## src/hw/rtl/bhpq_pkg.sv

```systemverilog
// Shared types, codes and microcode program for the binary heap priority queue.
package bhpq_pkg;

    localparam int VAL_W  = 32;
    localparam int STAT_W = 2;

    // Request codes
    localparam logic REQ_INSERT = 1'b0;
    localparam logic REQ_REMOVE = 1'b1;

    // Order codes
    localparam logic ORDER_MIN = 1'b0;
    localparam logic ORDER_MAX = 1'b1;

    // Status codes
    localparam logic [STAT_W-1:0] ST_OK    = 2'd0;
    localparam logic [STAT_W-1:0] ST_FULL  = 2'd1;
    localparam logic [STAT_W-1:0] ST_EMPTY = 2'd2;

    typedef logic [3:0] t_upc;
    typedef logic [3:0] t_act;
    typedef logic [3:0] t_cond;

    // Step addresses of the control program
    localparam t_upc S_IDLE    = 4'd0;
    localparam t_upc S_DISP    = 4'd1;
    localparam t_upc S_INS     = 4'd2;
    localparam t_upc S_UP_RD   = 4'd3;
    localparam t_upc S_UP_CMP  = 4'd4;
    localparam t_upc S_DN_INIT = 4'd5;
    localparam t_upc S_DN_LOAD = 4'd6;
    localparam t_upc S_DN_RD   = 4'd7;
    localparam t_upc S_DN_CMP  = 4'd8;
    localparam t_upc S_PLACE   = 4'd9;
    localparam t_upc S_FIN     = 4'd10;

    // Datapath actions
    localparam t_act A_NONE      = 4'd0;
    localparam t_act A_ACCEPT    = 4'd1;
    localparam t_act A_INS_INIT  = 4'd2;
    localparam t_act A_RD_PARENT = 4'd3;
    localparam t_act A_UP_MOVE   = 4'd4;
    localparam t_act A_DN_INIT   = 4'd5;
    localparam t_act A_LOAD_CUR  = 4'd6;
    localparam t_act A_RD_KIDS   = 4'd7;
    localparam t_act A_DN_MOVE   = 4'd8;
    localparam t_act A_PLACE     = 4'd9;
    localparam t_act A_EMIT      = 4'd10;

    // Branch conditions
    localparam t_cond C_ALWAYS   = 4'd0;
    localparam t_cond C_IN_ACC   = 4'd1;
    localparam t_cond C_REMOVE   = 4'd2;
    localparam t_cond C_FULL     = 4'd3;
    localparam t_cond C_EMPTY    = 4'd4;
    localparam t_cond C_AT_ROOT  = 4'd5;
    localparam t_cond C_UP_STOP  = 4'd6;
    localparam t_cond C_NO_KID   = 4'd7;
    localparam t_cond C_DN_STOP  = 4'd8;
    localparam t_cond C_OUT_FREE = 4'd9;

    typedef struct packed {
        t_act  act;
        t_cond cond;
        t_upc  jt;
        t_upc  jf;
    } t_uword;

    typedef struct packed {
        logic in_acc;
        logic remove;
        logic full;
        logic empty;
        logic at_root;
        logic up_stop;
        logic no_kid;
        logic dn_stop;
        logic out_free;
    } t_flags;

    function automatic t_uword ucode(input t_upc upc);
        t_uword w;
        case (upc)
            S_IDLE:    w = '{A_ACCEPT,    C_IN_ACC,   S_DISP,    S_IDLE};
            S_DISP:    w = '{A_NONE,      C_REMOVE,   S_DN_INIT, S_INS};
            S_INS:     w = '{A_INS_INIT,  C_FULL,     S_FIN,     S_UP_RD};
            S_UP_RD:   w = '{A_RD_PARENT, C_AT_ROOT,  S_PLACE,   S_UP_CMP};
            S_UP_CMP:  w = '{A_UP_MOVE,   C_UP_STOP,  S_PLACE,   S_UP_RD};
            S_DN_INIT: w = '{A_DN_INIT,   C_EMPTY,    S_FIN,     S_DN_LOAD};
            S_DN_LOAD: w = '{A_LOAD_CUR,  C_ALWAYS,   S_DN_RD,   S_DN_RD};
            S_DN_RD:   w = '{A_RD_KIDS,   C_NO_KID,   S_PLACE,   S_DN_CMP};
            S_DN_CMP:  w = '{A_DN_MOVE,   C_DN_STOP,  S_PLACE,   S_DN_RD};
            S_PLACE:   w = '{A_PLACE,     C_ALWAYS,   S_FIN,     S_FIN};
            S_FIN:     w = '{A_EMIT,      C_OUT_FREE, S_IDLE,    S_FIN};
            default:   w = '{A_NONE,      C_ALWAYS,   S_IDLE,    S_IDLE};
        endcase
        return w;
    endfunction

    // True when a ranks strictly above b under the selected order
    function automatic logic ranks_above(
        input logic signed [VAL_W-1:0] a,
        input logic signed [VAL_W-1:0] b,
        input logic                    order
    );
        return (order == ORDER_MAX) ? (a > b) : (a < b);
    endfunction

endpackage

```

## src/hw/rtl/binary_heap_priority_queue.sv

```systemverilog
// Top level of the binary heap priority queue (min-first or max-first).
// Insert climbs from a new last slot toward the root; remove moves the last entry to the root
// and sinks it toward a leaf. An insert on a full heap is dropped, a remove on an empty one ignored.
// Throughput: one transaction at a time; the next is accepted in the cycle after the result loads,
// later while the result stalls. Reset (synchronous, active low) empties, selects min-first.
module binary_heap_priority_queue
    import bhpq_pkg::*;
#(
    parameter  int CAPACITY = 64,
    localparam int AW       = $clog2(CAPACITY),
    localparam int CW       = $clog2(CAPACITY + 1)
) (
    input  logic                    i_clk,
    input  logic                    i_rst_n,
    // configuration write channel
    input  logic                    i_cfg_valid,
    output logic                    o_cfg_ready,
    input  logic                    i_cfg_heap_order,
    // request channel
    input  logic                    i_in_valid,
    output logic                    o_in_stall,
    input  logic                    i_req_type,
    input  logic signed [VAL_W-1:0] i_value,
    // result channel
    output logic                    o_out_valid,
    input  logic                    i_out_stall,
    output logic signed [VAL_W-1:0] o_top_value,
    output logic [CW-1:0]           o_entry_count,
    output logic                    o_is_empty,
    output logic [STAT_W-1:0]       o_status
);

    // Heap store: one write port, two registered read ports.
    logic signed [VAL_W-1:0] r_mem [CAPACITY];
    logic signed [VAL_W-1:0] r_rd0;
    logic signed [VAL_W-1:0] r_rd1;

    // Sift state. The moving entry lives in r_cur and is written once it settles,
    // so every level moves one neighbor instead of swapping two entries.
    logic                    r_order;
    logic                    r_req,    n_req;
    logic signed [VAL_W-1:0] r_cur,    n_cur;
    logic [AW-1:0]           r_pos,    n_pos;
    logic [CW-1:0]           r_count,  n_count;
    logic [STAT_W-1:0]       r_status, n_status;
    logic signed [VAL_W-1:0] r_top;   // mirror of the root entry

    // Output register
    logic                    r_out_valid;
    logic signed [VAL_W-1:0] r_out_top;
    logic [CW-1:0]           r_out_count;
    logic [STAT_W-1:0]       r_out_status;

    t_uword uw;
    t_flags flags;

    logic                    in_acc;
    logic                    out_free;
    logic                    mem_we;
    logic [AW-1:0]           wr_addr;
    logic signed [VAL_W-1:0] wr_data;
    logic [AW-1:0]           rd_addr0;
    logic [AW-1:0]           rd_addr1;
    logic [AW-1:0]           parent;
    logic [AW:0]             kid_l;
    logic [AW:0]             kid_r;
    logic [AW:0]             cnt_x;
    logic [CW-1:0]           cnt_dec;
    logic                    has_right;
    logic                    pick_right;
    logic signed [VAL_W-1:0] best_val;
    logic [AW-1:0]           best_idx;
    logic                    up_stop;
    logic                    dn_stop;

    bhpq_useq u_useq (
        .i_clk   (i_clk),
        .i_rst_n (i_rst_n),
        .i_flags (flags),
        .o_uword (uw)
    );

    // Take requests and configuration only in the idle step.
    assign o_in_stall  = (uw.act != A_ACCEPT);
    assign o_cfg_ready = (uw.act == A_ACCEPT);
    assign in_acc      = i_in_valid && !o_in_stall;
    assign out_free    = !r_out_valid || !i_out_stall;

    // Tree addressing
    assign parent  = (r_pos - AW'(1)) >> 1;
    assign kid_l   = {r_pos, 1'b1};
    assign kid_r   = kid_l + (AW+1)'(1);
    assign cnt_x   = (AW+1)'(r_count);
    assign cnt_dec = r_count - CW'(1);

    // Sift-up: stop once the moving entry does not outrank its parent.
    assign up_stop = !ranks_above(r_cur, r_rd0, r_order);

    // Sift-down: left child wins ties; stop once the best child does not outrank.
    assign has_right  = (kid_r < cnt_x);
    assign pick_right = has_right && ranks_above(r_rd1, r_rd0, r_order);
    assign best_val   = pick_right ? r_rd1 : r_rd0;
    assign best_idx   = pick_right ? kid_r[AW-1:0] : kid_l[AW-1:0];
    assign dn_stop    = !ranks_above(best_val, r_cur, r_order);

    always_comb begin
        flags.in_acc   = in_acc;
        flags.remove   = (r_req == REQ_REMOVE);
        flags.full     = (r_count == CW'(CAPACITY));
        flags.empty    = (r_count == '0);
        flags.at_root  = (r_pos == '0);
        flags.up_stop  = up_stop;
        flags.no_kid   = (kid_l >= cnt_x);
        flags.dn_stop  = dn_stop;
        flags.out_free = out_free;
    end

    // Datapath control decoded from the current control word.
    always_comb begin
        n_req    = r_req;
        n_cur    = r_cur;
        n_pos    = r_pos;
        n_count  = r_count;
        n_status = r_status;
        mem_we   = 1'b0;
        wr_addr  = r_pos;
        wr_data  = r_cur;
        rd_addr0 = parent;
        rd_addr1 = kid_r[AW-1:0];
        case (uw.act)
            A_ACCEPT: begin
                if (in_acc) begin
                    n_req = i_req_type;
                    n_cur = i_value;
                end
            end
            A_INS_INIT: begin
                // Drop the insert when full; otherwise open a slot at the end.
                if (flags.full) begin
                    n_status = ST_FULL;
                end else begin
                    n_status = ST_OK;
                    n_pos    = r_count[AW-1:0];
                    n_count  = r_count + CW'(1);
                end
            end
            A_UP_MOVE: begin
                // Pull the parent down into the hole and climb.
                if (!up_stop) begin
                    mem_we  = 1'b1;
                    wr_data = r_rd0;
                    n_pos   = parent;
                end
            end
            A_DN_INIT: begin
                // Ignore the remove when empty; otherwise fetch the last entry.
                rd_addr0 = cnt_dec[AW-1:0];
                if (flags.empty) begin
                    n_status = ST_EMPTY;
                end else begin
                    n_status = ST_OK;
                    n_count  = cnt_dec;
                    n_pos    = '0;
                end
            end
            A_LOAD_CUR: begin
                n_cur = r_rd0;
            end
            A_RD_KIDS: begin
                rd_addr0 = kid_l[AW-1:0];
            end
            A_DN_MOVE: begin
                // Lift the better child into the hole and descend.
                if (!dn_stop) begin
                    mem_we  = 1'b1;
                    wr_data = best_val;
                    n_pos   = best_idx;
                end
            end
            A_PLACE: begin
                mem_we = 1'b1;
            end
            default: begin
            end
        endcase
    end

    // Store: write, then registered reads.
    always_ff @(posedge i_clk) begin
        if (mem_we) begin
            r_mem[wr_addr] <= wr_data;
        end
        r_rd0 <= r_mem[rd_addr0];
        r_rd1 <= r_mem[rd_addr1];
    end

    // Track the root so the result never needs a store read.
    always_ff @(posedge i_clk) begin
        if (mem_we && (wr_addr == '0)) begin
            r_top <= wr_data;
        end
    end

    always_ff @(posedge i_clk) begin
        r_req    <= n_req;
        r_cur    <= n_cur;
        r_pos    <= n_pos;
        r_status <= n_status;
    end

    always_ff @(posedge i_clk) begin
        if (!i_rst_n) begin
            r_count <= '0;
            r_order <= ORDER_MIN;
        end else begin
            r_count <= n_count;
            if (i_cfg_valid && o_cfg_ready) begin
                r_order <= i_cfg_heap_order;
            end
        end
    end

    // Result register: load in the final step once the previous result has left.
    always_ff @(posedge i_clk) begin
        if (!i_rst_n) begin
            r_out_valid <= 1'b0;
        end else if ((uw.act == A_EMIT) && out_free) begin
            r_out_valid <= 1'b1;
        end else if (!i_out_stall) begin
            r_out_valid <= 1'b0;
        end
    end

    always_ff @(posedge i_clk) begin
        if ((uw.act == A_EMIT) && out_free) begin
            r_out_top    <= (r_count == '0) ? '0 : r_top;
            r_out_count  <= r_count;
            r_out_status <= r_status;
        end
    end

    assign o_out_valid   = r_out_valid;
    assign o_top_value   = r_out_top;
    assign o_entry_count = r_out_count;
    assign o_is_empty    = (r_out_count == '0);
    assign o_status      = r_out_status;

endmodule

```

## src/hw/rtl/bhpq_useq.sv

```systemverilog
// Microcode sequencer: step counter, control ROM and conditional branch select.
module bhpq_useq
    import bhpq_pkg::*;
(
    input  logic   i_clk,
    input  logic   i_rst_n,
    input  t_flags i_flags,
    output t_uword o_uword
);

    t_upc   r_upc;
    t_upc   n_upc;
    t_uword uw;
    logic   take;

    assign uw      = ucode(r_upc);
    assign o_uword = uw;

    always_comb begin
        case (uw.cond)
            C_ALWAYS:   take = 1'b1;
            C_IN_ACC:   take = i_flags.in_acc;
            C_REMOVE:   take = i_flags.remove;
            C_FULL:     take = i_flags.full;
            C_EMPTY:    take = i_flags.empty;
            C_AT_ROOT:  take = i_flags.at_root;
            C_UP_STOP:  take = i_flags.up_stop;
            C_NO_KID:   take = i_flags.no_kid;
            C_DN_STOP:  take = i_flags.dn_stop;
            C_OUT_FREE: take = i_flags.out_free;
            default:    take = 1'b1;
        endcase
        n_upc = take ? uw.jt : uw.jf;
    end

    always_ff @(posedge i_clk) begin
        if (!i_rst_n) begin
            r_upc <= S_IDLE;
        end else begin
            r_upc <= n_upc;
        end
    end

endmodule

```

## config.mk

```make
export PLATFORM = sky130hd
export DESIGN_NAME = binary_heap_priority_queue
export DESIGN_NICKNAME = d
export VERILOG_FILES = /design/src/hw/rtl/bhpq_pkg.sv /design/src/hw/rtl/binary_heap_priority_queue.sv /design/src/hw/rtl/bhpq_useq.sv
export SDC_FILE = /design/constraint.sdc
export NUM_CORES = 2
export LEC_CHECK = 0
export BUFFER_PORTS_ARGS = -buffer_cell sky130_fd_sc_hd__buf_4
export CAP_MARGIN = 20
export CORE_ASPECT_RATIO = 0.9
export CORE_MARGIN = 1
export CORE_UTILIZATION = 43
export CTS_CLUSTER_DIAMETER = 50
export DETAILED_ROUTE_END_ITERATION = 12
export HOLD_SLACK_MARGIN = 0.03
export SETUP_SLACK_MARGIN = 0.1
export SYNTH_ARGS = -nofsm -noshare
export SYNTH_HDL_FRONTEND = slang
export SYNTH_SLANG_ARGS = --single-unit
```

## constraint.sdc

```tcl
create_clock -name i_clk -period 12.46 [get_ports i_clk]
set_input_delay 0.623 -clock i_clk [delete_from_list [all_inputs] [get_ports i_clk]]
set_output_delay 0.623 -clock i_clk [all_outputs]
set_load 0.01 [all_outputs]
```

==> results.py <==
metrics = {
    "synth": {
        "synth.avg_cell_area_sq_um": 12.9,
        "synth_edf_count": 2162,
        "netlist_area_sq_um": 100000,
        "ys_ff_latch": 2251,
        "ys_types": 74,
        "synth_cells": 7729,
        "synthArstFlopShare": 0,
        "yosysSeqAreaShare": 0.667,
        "synth_warnings": 0,
        "syn-num-nets": 7887,
        "synth_ff_type": "edfxtp_1",
    },
    "critical_path": {
        "cp-start-kind": "flip-flop",
        "cp-end-kind": "flip-flop",
        "r2r_start": "r_pos[0]$_DFFE_PP_",
        "arrival_ns": 10.59,
        "ff2ff_setup_slack_ns": 2.40,
        "crit_chain": "buf_12 -> ha_1 -> nand3_1 -> xor2_4 -> buf_4 -> inv_2 -> ha_1 -> o21a_1 -> o21a_1 -> nor3_1 -> mux2_4 -> o21ai_0 -> ha_1 -> nand4_1 -> nor3_1 -> a21boi_0 -> o31a_1 -> o21ai_2 -> mux2i_2 -> o21ai_0 -> a21oi_2 -> nand3_1 -> nor2_4 -> buf_4",
        "reg2reg_depth": 24,
        "cpPeakStageDelay_ns": 1.07,
        "crit_buf_inv": 4,
        "rr_endpoint": "r_mem[48][1]$_DFFE_PP_",
        "cp_common_cell": "ha_1",
        "cp_max_fo": 95,
        "crit_path_start": "r_pos[0]$_DFFE_PP_",
        "path_delay_family": "simple AND/OR/NAND/NOR gates",
        "crit_end": "r_mem[48][1]$_DFFE_PP_",
        "crit_required_ns": 12.99,
        "worstSetupPathDepth": 24,
        "cp_slowest_cell": "nor2_4",
        "crit_type": "reg -> reg",
    },
    "min_path": {
        "hp-class": "in -> reg",
    },
    "power": {
        "power_frac_clock": 0.272,
        "p_sw_frac": 0.390,
        "combPwrFrac": 0.367,
        "power.switching_mw": 10.1,
        "p_leak_nw": 38.6,
        "seqPwrFrac": 0.360,
        "ir_drop_mv": 0.146,
        "p_int_mw": 15.8,
        "p_per_area_nw_per_um2": 229,
    },
    "route": {
        "vias_per_cell": 6.31,
        "route.vias.total": 69100,
        "wl_um": 337000,
        "ant_nets": 0,
        "drc_errors": 0,
        "drt_iter0_markers": 11400,
        "first_pass_iters": 7,
        "drt-wirelength-per-cell_um": 30.8,
    },
    "die": {
        "fp.dieH_um": 459,
        "ioPinCount": 84,
        "rows": 167,
        "dieArea_sq_um": 234000,
        "start_util": 0.434,
        "die_w_um": 510,
        "coreArea_sq_um": 230000,
    },
    "grt": {
        "overflow": 0,
        "grt_usage": 0.284,
        "antenna_found_initial": 33,
        "grt_max_degree": 147,
        "grt_pass1_vias": 64100,
        "grt_pass1_wl_um": 480000,
    },
    "final_layout": {
        "syn2layout_area_growth_pct": 13.1,
        "final_nets": 7850,
        "drive_above_1_share": 0.139,
    },
    "sta": {
        "maxSlewHeadroom": 0.201,
        "final.setup.worst_slack_ns": 2.40,
        "slew_viol_final": 0,
        "period_needed_ns": 10.06,
        "fin_worst_skew_ns": 0.0580,
        "worst_slew_pin_slew_ns": 1.20,
        "rsz0062_at_grt": "no",
        "hold_viol": 0,
        "fmax_mhz": 99.4,
        "setup_violations": 0,
        "finalCritPeriodShare": 0.807,
        "setup_tns_ns": 0,
    },
    "cts": {
        "hold_buffers": 11,
        "cts_resized": 0,
        "htree_levels": 4,
        "clkTransAtPathRegs_ns": 0.06,
        "cts_made_buffers": 232,
        "clk_latency_ns": 0.90,
        "cts_setup_buffers": 0,
        "cts_num_sinks": 2251,
        "cts_tree": "built",
        "cts_buffer_depth": 3,
        "cts-root-buf": "clkbuf_16",
    },
    "job": {
        "maxCapViolCount": 0,
    },
    "place": {
        "detailed_place_hpwl_um": 212000,
        "gp_congestion": 0.944,
        "portBuffers": 83,
        "pre_cts_slack_ns": 2.49,
    },
    "run_status": {
        "status": "complete, no violations",
    },
}
layout make-up:
cell class	instances	area [sq um]
clock inverter	153	1560
antenna	7	17.5
tap	3042	3810
fill	19800	117000
multi-input combinational	4812	31700
timing repair buffer	307	2830
clock buffer	281	6080
inverter	88	330
sequential	2251	66700
per-layer routing:
layer  track usage  share of wire  vias up
li1              -              -    29200
met3        0.0683           0.12      489
met2         0.416           0.44     4416
met4        0.0771          0.028       14
met1         0.422           0.41    35000
met5             0        0.00039        -
cell families after synthesis:
kind of cell               after synthesis  share of synthesized area
and+or+nand+nor                       3366                      0.145
DFF                                   2251                      0.667
AOI/OAI and AO/OA                      967                     0.0708
muxes                                  339                     0.0742
xor gates and xnor gates                21                    0.00184
adders and majority gates              119                     0.0149
buffers and inverters                  666                     0.0259
worst min-delay path by stage:
stage | startpoint | end | slack [ns] | depth (start not counted)
after CTS | i_in_valid | r_req$_DFFE_PP_ | 0.04 | 3
after global placement | r_status[1]$_SDFFCE_PN0P_ | o_status[1]$_DFFE_PP_ | 0.45 | 0
final | i_in_valid | r_req$_DFFE_PP_ | 0.09 | 3
after detailed placement | r_status[1]$_SDFFCE_PN0P_ | o_status[1]$_DFFE_PP_ | 0.43 | 0
after floorplan | r_status[0]$_SDFFCE_PP0P_ | o_status[0]$_DFFE_PP_ | 0.40 | 0
after global routing | i_value[26] | r_cur[26]$_DFFE_PP_ | 0.08 | 3
power groups by stage:
stage / combinational [mW] / clock, mW / sequential, mW
finish: 9.51 / 7.05 / 9.33
global route: 10.0 / 7.37 / 9.34
floorplan: 5.49 / 0 / 9.52
detailed placement: 9.26 / 0 / 9.48
CTS: 9.29 / 7.10 / 9.32
global placement: 9.20 / 0 / 9.47
metrics by stage:
| step | cell area [sq um] | power (mW) | hold slack (ns) | utilization | std cells |
|---|---|---|---|---|---|
| global placement | 105000 | 18.7 | 0.446 | 0.455 | 10500 |
| finish | 113000 | 25.9 | 0.0910 | 0.490 | 10900 |
| global route | 113000 | 26.7 | 0.0755 | 0.490 | 10900 |
| CTS | 113000 | 25.7 | 0.0370 | 0.490 | 10900 |
| floorplan | 100000 | 15.0 | 0.400 | - | 7729 |
| detailed placement | 105000 | 18.7 | 0.427 | 0.456 | 10500 |
registers in the layout, summed over array words and instances, names as in the netlist:
register,count
cnt_x,7
o_entry_count,7
o_out_valid,1
o_status,2
o_top_value,32
r_cur,32
r_mem,2048
r_order,1
r_pos,6
r_rd0,32
r_rd1,32
r_req,1
r_status,2
r_top,32
u_useq.o_uword,16
cells in the mapped netlist, types with 69 or more instances:
master    instances  area, sq um
nand3_1         422         2110
inv_1            86          323
a21oi_1         146          731
clkbuf_1        445         1670
and3_1          325         2030
dfxtp_1          89         1780
a311oi_1        400         3500
nor3_1          125          626
edfxtp_1       2162        64900
mux4_2          320         7210
nand2_1        2269         8520
a31oi_1         106          663
buf_1            69          259
ha_1            119         1490
nor2_1          101          379
o21ai_0         120          601
a211oi_1         74          556
worst min-delay path, stage by stage:
cell and delay, ns:
buf_4 0.09, nand2_1 0.06, inv_1 0.06
placed cells by master, fill, tap and decap left out, types with 74 or more instances in the layout:
master and n:
clkbuf_16 235, a311oi_1 400, and3_1 325, nor3_1 124, o21ai_0 89, ha_1 118
a211oi_1 74, nand2_1 2268, inv_1 85, a21oi_1 144, mux4_2 320, buf_4 255
nand3_1 422, edfxtp_1 2162, dfxtp_1 89, a31oi_1 106
(Power assumes the default switching activity.)
